[config.mk]
export PLATFORM = sky130hd
export DESIGN_NAME = binary_to_bcd_digits_core_flat
export DESIGN_NICKNAME = d
export VERILOG_FILES = /design/src/rtl/bdd_pkg.sv /design/src/rtl/bdd_in_if.sv /design/src/rtl/bdd_out_if.sv /design/src/rtl/binary_to_bcd_digits_core.sv /design/src/rtl/bdd_cell.sv /design/src/flat_wrapper.sv
export SDC_FILE = /design/constraint.sdc
export NUM_CORES = 1
export LEC_CHECK = 0
export BUFFER_PORTS_ARGS = -buffer_cell sky130_fd_sc_hd__buf_2
export CAP_MARGIN = 20
export CORE_MARGIN = 4
export CORE_UTILIZATION = 31
export CTS_CLUSTER_SIZE = 30
export DETAILED_ROUTE_END_ITERATION = 8
export PLACE_DENSITY = 0.55
export SLEW_MARGIN = 25
export SYNTH_ARGS = -nofsm -noshare
export SYNTH_HDL_FRONTEND = slang
export SYNTH_SLANG_ARGS = --single-unit
[constraint.sdc]
create_clock -name clk -period 6.7 [get_ports clk]
set_input_delay 1.005 -clock clk [delete_from_list [all_inputs] [get_ports clk]]
set_output_delay 1.005 -clock clk [all_outputs]
set_load 0.03 [all_outputs]
[src/rtl/bdd_pkg.sv]
// Shared widths, status codes and register map of the binary to BCD converter.
package bdd_pkg;

	localparam int VALUE_W     = 32;
	localparam int DIGIT_W     = 4;
	localparam int DIGIT_SLOTS = 10;
	localparam int DIGITS_W    = DIGIT_SLOTS * DIGIT_W;
	localparam int STATUS_W    = 2;
	localparam int COUNT_W     = 4;
	localparam int PADDR_W     = 3;
	localparam int PDATA_W     = 32;

	typedef logic [STATUS_W-1:0] status_t;

	localparam status_t STATUS_OK        = 2'd0;
	localparam status_t STATUS_BAD_COUNT = 2'd1;
	localparam status_t STATUS_OVERFLOW  = 2'd2;

	// Register index, taken from the word address bit of paddr.
	localparam logic REG_DIGIT_COUNT = 1'b0;

	localparam logic [COUNT_W-1:0] DIGIT_COUNT_RESET = 4'd10;

endpackage

[src/rtl/bdd_in_if.sv]
// Input channel: one binary value per word.
interface bdd_in_if;
	logic                        valid;
	logic                        ready;
	logic [bdd_pkg::VALUE_W-1:0] value;

	modport source (output valid, output value, input ready);
	modport sink   (input valid, input value, output ready);
endinterface

[src/rtl/bdd_out_if.sv]
// Output channel: packed BCD digits and status per word.
interface bdd_out_if;
	logic                         valid;
	logic                         ready;
	logic [bdd_pkg::DIGITS_W-1:0] bcd_digits;
	bdd_pkg::status_t             status;

	modport source (output valid, output bcd_digits, output status, input ready);
	modport sink   (input valid, input bcd_digits, input status, output ready);
endinterface

[src/rtl/binary_to_bcd_digits_core.sv]
// Binary to BCD converter top level: register port, cell chain and output register.
// Path: an accepted word passes through the 32 cells in turn and then the output register.
// Throughput: one word per cycle while rsp.ready does not stall; each cell handles one binary bit of one word.
// Stalls: a cell advances when the next one is empty or moving, so bubbles close up.
// Reset: arst_n clears every valid bit and sets digit_count to ten; payload is not reset.
module binary_to_bcd_digits_core #(
	parameter int MAX_DIGITS = 10
) (
	input  logic                          clk,
	input  logic                          arst_n,
	input  logic                          psel,
	input  logic                          penable,
	input  logic                          pwrite,
	input  logic [bdd_pkg::PADDR_W-1:0]   paddr,
	input  logic [bdd_pkg::PDATA_W-1:0]   pwdata,
	output logic [bdd_pkg::PDATA_W-1:0]   prdata,
	output logic                          pready,
	bdd_in_if.sink                        req,
	bdd_out_if.source                     rsp
);

	localparam int NUM_CELLS = bdd_pkg::VALUE_W;
	localparam int BCD_W     = MAX_DIGITS * bdd_pkg::DIGIT_W;
	localparam logic [bdd_pkg::COUNT_W-1:0] MAX_COUNT = bdd_pkg::COUNT_W'(MAX_DIGITS);

	// ---------------------------------------------------------------
	// Register port: one register, selected by the word address bit.
	// ---------------------------------------------------------------
	logic [bdd_pkg::COUNT_W-1:0] digit_count_q;
	logic                        reg_sel;

	assign reg_sel = paddr[2];
	assign pready  = 1'b1;

	always_ff @(posedge clk or negedge arst_n) begin
		if (!arst_n) begin
			digit_count_q <= bdd_pkg::DIGIT_COUNT_RESET;
		end else if (psel && penable && pwrite && reg_sel == bdd_pkg::REG_DIGIT_COUNT) begin
			digit_count_q <= pwdata[bdd_pkg::COUNT_W-1:0];
		end
	end

	always_comb begin
		prdata = '0;
		if (reg_sel == bdd_pkg::REG_DIGIT_COUNT) begin
			prdata[bdd_pkg::COUNT_W-1:0] = digit_count_q;
		end
	end

	// ---------------------------------------------------------------
	// Cell chain: link k feeds cell k. Link 0 is the input word with
	// cleared digits; link NUM_CELLS holds the finished digits.
	// ---------------------------------------------------------------
	logic                          vld [0:NUM_CELLS];
	logic                          rdy [0:NUM_CELLS];
	logic [BCD_W-1:0]              bcd [0:NUM_CELLS];
	logic [bdd_pkg::VALUE_W-1:0]   bin [0:NUM_CELLS];
	logic                          ovf [0:NUM_CELLS];

	assign vld[0]    = req.valid;
	assign req.ready = rdy[0];
	assign bcd[0]    = '0;
	assign bin[0]    = req.value;
	assign ovf[0]    = 1'b0;

	for (genvar c = 0; c < NUM_CELLS; c++) begin : g_cell
		bdd_cell #(
			.NUM_DIGITS(MAX_DIGITS)
		) u_cell (
			.clk      (clk),
			.arst_n   (arst_n),
			.up_valid (vld[c]),
			.up_ready (rdy[c]),
			.up_bcd   (bcd[c]),
			.up_bin   (bin[c]),
			.up_ovf   (ovf[c]),
			.dn_valid (vld[c+1]),
			.dn_ready (rdy[c+1]),
			.dn_bcd   (bcd[c+1]),
			.dn_bin   (bin[c+1]),
			.dn_ovf   (ovf[c+1])
		);
	end

	// ---------------------------------------------------------------
	// Finish: keep the requested low digits, flag any nonzero digit
	// above them (or a carry out of the chain) as overflow; a count above MAX_DIGITS reports a bad count.
	// ---------------------------------------------------------------
	logic [bdd_pkg::DIGITS_W-1:0]    digits_d;
	logic [bdd_pkg::DIGIT_SLOTS-1:0] high_nz;
	logic                            bad_count;
	bdd_pkg::status_t                status_d;

	for (genvar k = 0; k < bdd_pkg::DIGIT_SLOTS; k++) begin : g_digit
		if (k < MAX_DIGITS) begin : g_held
			logic [bdd_pkg::DIGIT_W-1:0] dig;
			logic                        keep;
			assign dig  = bcd[NUM_CELLS][k*bdd_pkg::DIGIT_W +: bdd_pkg::DIGIT_W];
			assign keep = bdd_pkg::COUNT_W'(k) < digit_count_q;
			assign digits_d[k*bdd_pkg::DIGIT_W +: bdd_pkg::DIGIT_W] = keep ? dig : '0;
			assign high_nz[k] = !keep && (dig != '0);
		end else begin : g_unused
			assign digits_d[k*bdd_pkg::DIGIT_W +: bdd_pkg::DIGIT_W] = '0;
			assign high_nz[k] = 1'b0;
		end
	end

	assign bad_count = digit_count_q > MAX_COUNT;

	always_comb begin
		if (bad_count) begin
			status_d = bdd_pkg::STATUS_BAD_COUNT;
		end else if (ovf[NUM_CELLS] || (high_nz != '0)) begin
			status_d = bdd_pkg::STATUS_OVERFLOW;
		end else begin
			status_d = bdd_pkg::STATUS_OK;
		end
	end

	// ---------------------------------------------------------------
	// Output register: hold the word until taken, load when free.
	// ---------------------------------------------------------------
	logic                         out_valid_q;
	logic [bdd_pkg::DIGITS_W-1:0] out_digits_q;
	bdd_pkg::status_t             out_status_q;

	assign rdy[NUM_CELLS] = !out_valid_q || rsp.ready;

	always_ff @(posedge clk or negedge arst_n) begin
		if (!arst_n) begin
			out_valid_q <= 1'b0;
		end else if (rdy[NUM_CELLS]) begin
			out_valid_q <= vld[NUM_CELLS];
		end
	end

	always_ff @(posedge clk) begin
		if (rdy[NUM_CELLS] && vld[NUM_CELLS]) begin
			out_digits_q <= bad_count ? '0 : digits_d;
			out_status_q <= status_d;
		end
	end

	assign rsp.valid      = out_valid_q;
	assign rsp.bcd_digits = out_digits_q;
	assign rsp.status     = out_status_q;

`ifndef ASSERT_OFF
	// An accepted word lands in the first cell on the next edge.
	a_enter_chain: assert property (@(posedge clk) disable iff (!arst_n)
		req.valid && req.ready |=> vld[1])
		else $error("accepted word did not enter the cell chain");

	// Ten digits always hold a 32-bit value, so no carry leaves the chain.
	a_no_carry_full: assert property (@(posedge clk) disable iff (!arst_n)
		(MAX_DIGITS == bdd_pkg::DIGIT_SLOTS) && vld[NUM_CELLS] |-> !ovf[NUM_CELLS])
		else $error("carry out of a full-width digit chain");

	// A bad digit count yields all-zero digits.
	a_bad_zero: assert property (@(posedge clk) disable iff (!arst_n)
		rsp.valid && rsp.status == bdd_pkg::STATUS_BAD_COUNT |-> rsp.bcd_digits == '0)
		else $error("digits not cleared on bad digit count");

	// Every binary bit has been shifted out by the end of the chain.
	a_bin_drained: assert property (@(posedge clk) disable iff (!arst_n)
		vld[NUM_CELLS] |-> bin[NUM_CELLS] == '0)
		else $error("binary bits left at end of chain");
`endif

endmodule

[src/rtl/bdd_cell.sv]
// One double-dabble step: adjust each digit, shift in one binary bit.
module bdd_cell #(
	parameter int NUM_DIGITS = 10
) (
	input  logic                              clk,
	input  logic                              arst_n,
	input  logic                              up_valid,
	output logic                              up_ready,
	input  logic [NUM_DIGITS*bdd_pkg::DIGIT_W-1:0] up_bcd,
	input  logic [bdd_pkg::VALUE_W-1:0]       up_bin,
	input  logic                              up_ovf,
	output logic                              dn_valid,
	input  logic                              dn_ready,
	output logic [NUM_DIGITS*bdd_pkg::DIGIT_W-1:0] dn_bcd,
	output logic [bdd_pkg::VALUE_W-1:0]       dn_bin,
	output logic                              dn_ovf
);

	localparam int BCD_W = NUM_DIGITS * bdd_pkg::DIGIT_W;

	logic [BCD_W-1:0] adj;
	logic [BCD_W:0]   shifted;
	logic             valid_q;
	logic [BCD_W-1:0] bcd_q;
	logic [bdd_pkg::VALUE_W-1:0] bin_q;
	logic             ovf_q;

	// Add three to every digit of five or more before the shift.
	always_comb begin
		for (int k = 0; k < NUM_DIGITS; k++) begin
			if (up_bcd[k*bdd_pkg::DIGIT_W +: bdd_pkg::DIGIT_W] >= 4'd5) begin
				adj[k*bdd_pkg::DIGIT_W +: bdd_pkg::DIGIT_W] =
					up_bcd[k*bdd_pkg::DIGIT_W +: bdd_pkg::DIGIT_W] + 4'd3;
			end else begin
				adj[k*bdd_pkg::DIGIT_W +: bdd_pkg::DIGIT_W] =
					up_bcd[k*bdd_pkg::DIGIT_W +: bdd_pkg::DIGIT_W];
			end
		end
		shifted = {adj, up_bin[bdd_pkg::VALUE_W-1]};
	end

	assign up_ready = !valid_q || dn_ready;

	always_ff @(posedge clk or negedge arst_n) begin
		if (!arst_n) begin
			valid_q <= 1'b0;
		end else if (up_ready) begin
			valid_q <= up_valid;
		end
	end

	// Carry out of the top digit means the value needs more digits than held.
	always_ff @(posedge clk) begin
		if (up_ready && up_valid) begin
			bcd_q <= shifted[BCD_W-1:0];
			bin_q <= {up_bin[bdd_pkg::VALUE_W-2:0], 1'b0};
			ovf_q <= up_ovf | shifted[BCD_W];
		end
	end

	assign dn_valid = valid_q;
	assign dn_bcd   = bcd_q;
	assign dn_bin   = bin_q;
	assign dn_ovf   = ovf_q;

endmodule
[src/flat_wrapper.sv]
// flat-port wrapper written by rule: the top's interface ports become plain ports
module binary_to_bcd_digits_core_flat 
#(
	parameter int MAX_DIGITS = 10
)
  (clk, arst_n, psel, penable, pwrite, paddr, pwdata, prdata, pready, req_valid, req_value, req_ready, rsp_valid, rsp_bcd_digits, rsp_status, rsp_ready);
  bdd_in_if req_i ();
  bdd_out_if rsp_i ();
  input  logic clk;
  input  logic arst_n;
  input  logic psel;
  input  logic penable;
  input  logic pwrite;
  input  logic [bdd_pkg::PADDR_W-1:0] paddr;
  input  logic [bdd_pkg::PDATA_W-1:0] pwdata;
  output logic [bdd_pkg::PDATA_W-1:0] prdata;
  output logic pready;
  input wire logic [$bits(req_i.valid)-1:0] req_valid;
  input wire logic [$bits(req_i.value)-1:0] req_value;
  output wire logic [$bits(req_i.ready)-1:0] req_ready;
  output wire logic [$bits(rsp_i.valid)-1:0] rsp_valid;
  output wire logic [$bits(rsp_i.bcd_digits)-1:0] rsp_bcd_digits;
  output wire logic [$bits(rsp_i.status)-1:0] rsp_status;
  input wire logic [$bits(rsp_i.ready)-1:0] rsp_ready;
  assign req_i.valid = req_valid;
  assign req_i.value = req_value;
  assign req_ready = req_i.ready;
  assign rsp_valid = rsp_i.valid;
  assign rsp_bcd_digits = rsp_i.bcd_digits;
  assign rsp_status = rsp_i.status;
  assign rsp_i.ready = rsp_ready;
  binary_to_bcd_digits_core #(.MAX_DIGITS(MAX_DIGITS)) u_core (.clk(clk), .arst_n(arst_n), .psel(psel), .penable(penable), .pwrite(pwrite), .paddr(paddr), .pwdata(pwdata), .prdata(prdata), .pready(pready), .req(req_i), .rsp(rsp_i));
endmodule
# ---- Word-level counts from Yosys, hierarchy flattened
# Cells that the tools add are included.
dict set report op_classes {
  add_sub_neg 265
  magnitude_cmp 276
  n_mux 267
  bitwise 32
  n_reduce_logical 144
}
# cell count
set ops {}
lappend ops {{4-bit 2-to-1 mux} 256}
lappend ops {{4-bit by 2-bit adder with 4-bit output, second input constant} 255}
lappend ops {{4-bit by 3-bit greater-or-equal comparator with 1-bit output, second input constant} 255}
lappend ops {{1-bit logical AND} 46}
lappend ops {{1-bit logical NOT} 43}
lappend ops {{4-bit nonzero test} 10}
lappend ops {{1-bit logical OR} 34}
lappend ops {{1-bit by 2-bit adder with 3-bit output, both inputs constant} 9}
lappend ops {{1-bit by 3-bit greater-or-equal comparator with 1-bit output, both inputs constant} 9}
lappend ops {{1-bit OR} 21}
lappend ops {{2-bit OR reduction} 10}
lappend ops {{3-bit by 4-bit less-than comparator with 1-bit output, first input constant} 4}
lappend ops {{1-bit NOT} 11}
lappend ops {{1-bit 2-to-1 mux} 10}
lappend ops {{10-bit nonzero test} 1}
lappend ops {{1-bit by 4-bit less-than comparator with 1-bit output, first input constant} 2}
lappend ops {{2-bit by 4-bit less-than comparator with 1-bit output, first input constant} 2}
lappend ops {{4-bit less-than comparator, first input constant} 2}
lappend ops {{4-bit > comparator, second input constant} 1}
lappend ops {{1-bit by 2-bit adder with 3-bit output, second input constant} 1}
lappend ops {{1-bit by 3-bit greater-or-equal comparator with 1-bit output, second input constant} 1}
lappend ops {{2-bit 2-to-1 mux} 1}
dict set report totals {
  ff_bits 1658
  in_bits 74
  output_inout_bits 77
  wordCells 1124
}

# ---- Longest topological paths before layout
# Gate-level depths: netlist of the first run.
dict set report logic_depth {
  depth_word 35
  ltp_mapped 7
  mapped_depth_nobuf 6
}

# ---- By module
# A second synthesis of the first run with hierarchy kept.
dict set report unflattened {
  hier_cells 7763
  hier_area_um2 105738.9
}
# module instances cells_per_inst area_each_um2 seq_area_each_um2
set modules_own_cells {}
lappend modules_own_cells {bdd_cell 32 237 3231.8 2187.1}
lappend modules_own_cells {binary_to_bcd_digits_core 1 179 2319.7 1388.8}

# ---- Least setup slack after synthesis of the first run
# No wires, ideal clock.
dict set report synth_path {
  path_type {input-to-reg}
  startpoint {input port rsp_ready}
  endpoint {register u_core.g_cell[26].u_cell.bcd_q[0], enable pin}
  setup_ns 0.499
  arrival_ns 4.482
  required_time_ns 6.201
  path_slack_ns 1.719
  path_stages 4
  path_buffers 1
  cell_sequence {and4b_1 and3_1 clkbuf_2 a21boi_0}
}
dict set report synth_via {
  elab_chain_len 8
}
# element line_no
set synth_rtl {}
lappend synth_rtl {{start, declared} flat_wrapper.sv:24} ;# input wire logic [$bits(rsp_i.ready)-1:0] rsp_ready;
lappend synth_rtl {{1-bit logical OR} binary_to_bcd_digits_core.sv:127} ;# assign rdy[NUM_CELLS] = !out_valid_q || rsp.ready;
lappend synth_rtl {{1-bit logical OR (6 in series)} bdd_cell.sv:42} ;# assign up_ready = !valid_q || dn_ready;
lappend synth_rtl {{1-bit logical AND} bdd_cell.sv:54} ;# if (up_ready && up_valid) begin
lappend synth_rtl {{end signal, assigned} bdd_cell.sv:55} ;# bcd_q <= shifted[BCD_W-1:0];
lappend synth_rtl {{end, declared} bdd_cell.sv:24} ;# logic [BCD_W-1:0] bcd_q;
# No other way between the ends.
# A chain may end at the register's enable or synchronous reset.

# ---- Final worst setup path of the first run
dict set report layout_path {
  startpoint {register u_core.g_cell[26].u_cell.valid_q}
  endpoint {output port req_ready}
}
dict set report layout_via {
  elab_chain_len 28
}
# element line_no
set layout_rtl {}
lappend layout_rtl {{start, declared} bdd_cell.sv:23} ;# logic valid_q;
lappend layout_rtl {{start signal, assigned} bdd_cell.sv:48} ;# valid_q <= up_valid;
lappend layout_rtl {{1-bit logical NOT} bdd_cell.sv:42}
lappend layout_rtl {{1-bit logical OR (27 in series)} bdd_cell.sv:42}
lappend layout_rtl {{end, declared} flat_wrapper.sv:20} ;# output wire logic [$bits(req_i.ready)-1:0] req_ready;
# No other way between the ends.

==> impl_metrics.ini, run 1 <==
[floorplan]
core-area_um2 = 174000
die_h_um = 426
io-pin-count = 151
rows = 153
fp.dieW_um = 426
die_area_um2 = 182000
initial_core_util_pct = 31.2

[finish]
area_growth_pct = 14.7
layout-drive-gt1-share_pct = 8.08
final_common_cell = edfxtp_1
multi_input_area_um2 = 15500
final_cell_mix = edfxtp_1, nand2_1, inv_1
utilization_pct = 35.8
final_nets = 4588
num-fill-cells = 16600
regArea_um2 = 37600

[clock_tree]
cts_root_buffer = clkbuf_16
h-tree-depth = 4
clockBufferDepth = 3
cts_sinks = 1257
cts_tree = done
cts_resized = 0
cts_buffers = 131
clk_pin_slew_ns = 0.05
cts_hold_buf = 0
clk_latency_ns = 0.73
post_cts_buffers = 0

[sta]
relSlewSlack_pct = 35.7
fin_crit_ns = 4.32
finalCritPeriodShare_pct = 64.4
hold_viol_final = 0
tightest_slew_ns = 0.962
finClkSkew_ns = 0.0289
max_freq_ghz = 0.232
setup-tns-final_ns = 0
finalSetupViolations = 0
rsz0062_at_grt = no
maxSlewViolCount = 0
fin_hold_ws_ns = 0.258

[synth]
ys_types = 55
synth-edff-count = 1220
synth.avg_cell_area_um2 = 13.7
synth_ff_type = edfxtp_1
yosys_warnings = 0
syn_area_um2 = 54200
ys_async_sr_fraction_pct = 2.94
synth_seq_cells = 1257
ys_seq_area_share_pct = 69.3
synthCells = 3953

[detailed_routing]
route.vias.total = 27500
wl_per_cell_um = 10.1
drt-initial-drc-count = 1123
drtAntennaViolNets = 0
drc_errors = 0
routed_via_density = 4.15
firstDrtPassIters = 5
drt_wl_total_mm = 66.6

[grt]
met1_usage_pct = 7.23
grt_pass1_vias = 27000
use_met3_pct = 1.89
grt_first_pass_wirelength_mm = 116
grt_overflow_total = 0
grt-busiest-layer = met2
grt_max_degree = 43
track_usage_pct = 7.47
use_met2_pct = 14.7
antenna_found_initial = 0

[worst_setup_path]
cp-end-kind = output pin
cp.arrival_ns = 3.31
cpLargestDelayFamily = simple AND/OR/NAND/NOR gates
cpPeakStageDelay_ns = 0.79
criticalPathCategory = register to output pin
crit_fanout = 12
path_cells = nand3_2 -> nor4_1 -> and4_1 -> nand3_1 -> buf_2
critPathLaunchType = register
crit_slowest_cell = and4_1
worstPathBufferInverterCount = 1
cp.required_ns = 5.69

[job]
cap_violations = 0

[placement]
portBuffers = 91
place.gp.congestion = 0.726
dp_hpwl_mm = 46.7

[hold_path]
hold_class = input pin to async pin

[run_status]
outcome = completed

[power]
p_per_area_nw_per_um2 = 375
p_leak_uw = 0.0243
irDropWorstVdd_mv = 0.239
[sequential cells by signal, indices dropped and copies added (netlist names)]
signal	flops
u_core.rsp.valid	1
u_core.g_cell.u_cell.dn_bcd	680
u_core.g_cell.u_cell.dn_valid	32
u_core.digit_count_q	4
u_core.rsp.status	2
u_core.rsp.bcd_digits	40
u_core.g_cell.u_cell.dn_bin	496
u_core.g_cell.u_cell.dn_ovf	2
[Yosys cell counts (2+ instances only)]
cell type,count,area share (%)
nand3_1,5,0.046
edfxtp_1,1220,68
buf_4,29,0.40
a21oi_1,160,1.5
and2_1,42,0.48
a21o_1,8,0.11
dfrtp_1,35,1.6
conb_1,2,0.014
nand4_1,2,0.023
nor3b_1,2,0.028
or2_2,8,0.092
nand4b_1,2,0.032
nor4_1,12,0.14
o21ai_0,305,2.8
ha_1,319,7.4
a21boi_1,2,0.028
a31o_2,4,0.065
xnor2_1,155,2.5
o22a_1,9,0.15
mux2_2,4,0.083
and3_1,7,0.081
inv_1,330,2.3
nand2b_1,297,3.4
nor3_1,8,0.074
clkbuf_1,5,0.035
a31oi_1,8,0.092
o21a_1,7,0.097
mux2i_1,152,2.8
nand2_1,593,4.1
and4_1,2,0.032
o21bai_1,5,0.069
nor2_1,174,1.2
dfstp_2,2,0.097
a21boi_0,3,0.042
nor2b_1,15,0.17
[routing by layer]
metal  part of all wire [%]  vias up
met3                    4.2      156
met2                     55      299
li1                       -    14300
met1                     38    12700
met4                    3.1        0
met5                      0        -
[worst paths after layout]
check                                                     from                                   to  slack (ns)  cells past startpoint
min in group clk           u_core.g_cell[22].u_cell.dn_bin[23]  u_core.g_cell[23].u_cell.dn_bin[24]        0.40                      0
max                          u_core.g_cell[26].u_cell.dn_valid                            req_ready        2.39                      5
min                                                     arst_n              u_core.digit_count_q[0]        0.26                      1
max in group asynchronous                               arst_n     u_core.g_cell[0].u_cell.dn_valid        6.00                      1
max reg2reg                  u_core.g_cell[26].u_cell.dn_valid   u_core.g_cell[3].u_cell.dn_bin[28]        3.29                      6
min reg2reg                u_core.g_cell[22].u_cell.dn_bin[23]  u_core.g_cell[23].u_cell.dn_bin[24]        0.40                      0
[power breakdown]
part | leakage [uW] | total (uW) | switching, uW | internal, uW
Sequential | 0.0125 | 11900 | 989 | 10900
Clock | 0.00200 | 6840 | 2890 | 3950
Combinational | 0.00977 | 4560 | 2520 | 2040
Total | 0.0243 | 23300 | 6390 | 16900
[per-stage QoR]
step / worst slack [ns] / instance area (um2) / instances / total power [uW]
5_1_grt: 2.12 / 62200 / 6620 / 25000
4_1_cts: 2.33 / 62000 / 6613 / 23700
3_3_place_gp: 2.67 / 57800 / 6372 / 16500
6_report: 2.39 / 62200 / 6621 / 23300
3_5_place_dp: 2.72 / 58000 / 6380 / 16700
2_1_floorplan: 1.72 / 54300 / 3980 / 15600
[worst reg2reg max path: stages (launching register included)]
cell and delay (ns):
dfrtp_1 0.55, nand3_2 0.21, nor4_1 0.69, and4_1 0.79, buf_4 0.35, a41oi_4 0.30, buf_8 0.27
[cell type report]
class,count,area share [%]
diodes,1,0.00402
clock buffers,169,5.72
clock inverters,64,0.815
inverters,330,1.99
multi-input cells,2355,24.9
flip-flops and latches,1257,60.4
well taps,2325,4.68
repair buffers,120,1.50
[cell families after synthesis]
kind of cell	count (synthesis)	synth area share, %
other	2	0.0139
AOI/OAI and AO/OA	518	5.06
muxes	156	2.89
buffers and inverters	368	2.79
adders and majority gates	320	7.38
and+or+nand+nor	1177	10.1
xor gates and xnor gates	155	2.50
DFF	1257	69.3
No activity file was read; power rests on OpenSTA's default activity.
==> inputs of run 2 (changes only) <==
--- a/config.mk
+++ b/config.mk
@@ -11,7 +11,7 @@
 export CORE_UTILIZATION = 31
 export CTS_CLUSTER_SIZE = 30
 export DETAILED_ROUTE_END_ITERATION = 8
-export PLACE_DENSITY = 0.55
+export PLACE_DENSITY = 0.57
 export SLEW_MARGIN = 25
 export SYNTH_ARGS = -nofsm -noshare
 export SYNTH_HDL_FRONTEND = slang
==> constraint.sdc (replaced) <==
create_clock -name clk -period 3.9 [get_ports clk]
set_input_delay 0.585 -clock clk [delete_from_list [all_inputs] [get_ports clk]]
set_output_delay 0.585 -clock clk [all_outputs]
set_load 0.03 [all_outputs]
==> run 2 against run 1 <==
  * Non-clock buffer count rose by 39
  * Sequential share of layout area is 0.43 points lower
  * Die area unchanged
  * Clock skew fell by 0.011 ns
  * Global-route usage increased by 0.094 points
  * Final cell count is 0.68% higher
==> impl_metrics.ini, run 2 (synthesis gave the netlist of run 1 again) <==
[run_status]
outcome = completed

[grt]
grt_pass1_vias = 27200
grt_max_degree = 43
grt_overflow_total = 0
track_usage_pct = 7.56
grt_first_pass_wirelength_mm = 117
antenna_found_initial = 0

[detailed_routing]
firstDrtPassIters = 4
route.vias.total = 27800
wl_per_cell_um = 10.1
drc_errors = 0
drtAntennaViolNets = 0
routed_via_density = 4.17
drt_wl_total_mm = 67.5
drt-initial-drc-count = 1191

[clock_tree]
h-tree-depth = 4
cts_tree = done
cts_root_buffer = clkbuf_16
clk_pin_slew_ns = 0.06
cts_buffers = 131
clk_latency_ns = 0.73
cts_sinks = 1257
clockBufferDepth = 3

[hold_path]
holdPathStages = 2
worstHoldStart = pwdata[2]
hold_end = u_core.digit_count_q[2]
hold_class = input pin to register

[sta]
finalCritPeriodShare_pct = 87.9
tightest_slew_ns = 1.00
rsz0062_at_grt = no
fin_hold_ws_ns = 0.0968
relSlewSlack_pct = 33.2
setup-tns-final_ns = 0
fin_crit_ns = 3.43
finalSetupViolations = 0
max_freq_ghz = 0.292
hold_viol_final = 0
finClkSkew_ns = 0.0175
maxSlewViolCount = 0

[finish]
multi_input_area_um2 = 15500
final_cell_area_um2 = 62700
regArea_um2 = 37600
num-fill-cells = 16600
largest_reg_flops = 680
final_nets = 4627
final_cell_mix = edfxtp_1, nand2_1, inv_1
final_common_cell = edfxtp_1
area_growth_pct = 15.5
layout-drive-gt1-share_pct = 8.16

[power]
p_leak_uw = 0.0245
irDropWorstVdd_mv = 0.541
p_per_area_nw_per_um2 = 645

[worst_setup_path]
r2r_start = u_core.g_cell[26].u_cell.dn_valid
r2r_end = u_core.g_cell[14].u_cell.dn_bcd[16]
critPathLaunchType = register
r2r_cells = 5
crit_slowest_cell = dfrtp_1
criticalPathCategory = register to output pin
cp.required_ns = 3.31
worst-r2r-setup-slack_ns = 1.12
cpPeakStageDelay_ns = 0.53
crit_fanout = 19
cp-end-kind = output pin
critPathMostFrequentCell = buf_4
cp.arrival_ns = 2.84
path_cells = nand3_2 -> nor4_1 -> buf_4 -> and4_1 -> buf_4 -> nand3_1 -> buf_2

[floorplan]
die_area_um2 = 182000
fp.dieW_um = 426
initial_core_util_pct = 31.2
core-area_um2 = 174000
rows = 153
die_h_um = 426
io-pin-count = 151

[job]
cap_violations = 0

[placement]
place.gp.congestion = 0.739
placed_area_um2 = 57900
portBuffers = 91
dp_hpwl_mm = 47.3
[run 2: cell types whose count changed in the layout (fill, tap and decap cells not counted), sizes merged]
cell         change
clkinv           -4
clkinvlp         -1
bufinv           +4
diode            +1
clkbuf           +2
inv              +4
dlygate4sd3     +34
buf              +5
[run 2: worst max-delay path, delay by kind of cell (launching register included)]
family | cells | cell delay [ns]
and+or+nand+nor | 4 | 0.86
buffers and inverters | 3 | 0.71
DFF | 1 | 0.53
[run 2: layer usage]
layer / up-vias / global-route usage [%] / share of wire (%)
li1: 14400 / - / -
met1: 13000 / 7.42 / 38
met2: 308 / 15.0 / 55
met3: 137 / 1.63 / 4.0
met4: 0 / 3.36 / 2.9
met5: - / 0 / 0
[run 2: repair_timing]
item                                   in CTS  in global routing
setup buffers                               0                  0
endpoints found under the hold margin      38                  0
resized for setup                           0                  0
hold buffers                               34                  0
[run 2: stage by stage]
stage               power (uW)  setup WS (ns)  utilization, %  std cells
floorplan                26900         0.0860               -       3980
global placement         28300          0.744            33.3       6382
CTS                      41100          0.418            35.9       6657
global route             43300          0.290            36.0       6664
finish                   40400          0.473            36.0       6666
detailed placement       28700          0.842            33.3       6385
[run 2: layout make-up]
cell class	count	share of cell area, %
Clock inverter	67	1.00
Antenna cell	2	0.00799
Timing Repair Buffer	159	1.98
Clock buffer	171	5.71
Inverter	330	1.98
Multi-Input combinational cell	2355	24.7
Sequential cell	1257	60.0
Tap cell	2325	4.64
[run 2: how the worst max path moves through the flow]
stage | slack, ns | depth (start not counted) | start | end
finish | 0.47 | 7 | u_core.g_cell[26].u_cell.dn_valid | req_ready
global route | 0.29 | 7 | u_core.g_cell[26].u_cell.dn_valid | req_ready
CTS | 0.42 | 7 | u_core.g_cell[26].u_cell.dn_valid | req_ready
detailed placement | 0.84 | 6 | rsp_ready | u_core.g_cell[4].u_cell.dn_bin[30]
global placement | 0.74 | 6 | rsp_ready | u_core.g_cell[3].u_cell.dn_bin[29]
floorplan | 0.09 | 7 | rsp_ready | u_core.g_cell[4].u_cell.dn_bcd[0]
[run 2: where the power goes]
group / leakage, uW / internal (uW) / switching, uW
Combinational: 0.00991 / 3510 / 4320
Sequential: 0.0125 / 18800 / 1730
Clock: 0.00205 / 7090 / 4990
Total: 0.0245 / 29400 / 11000
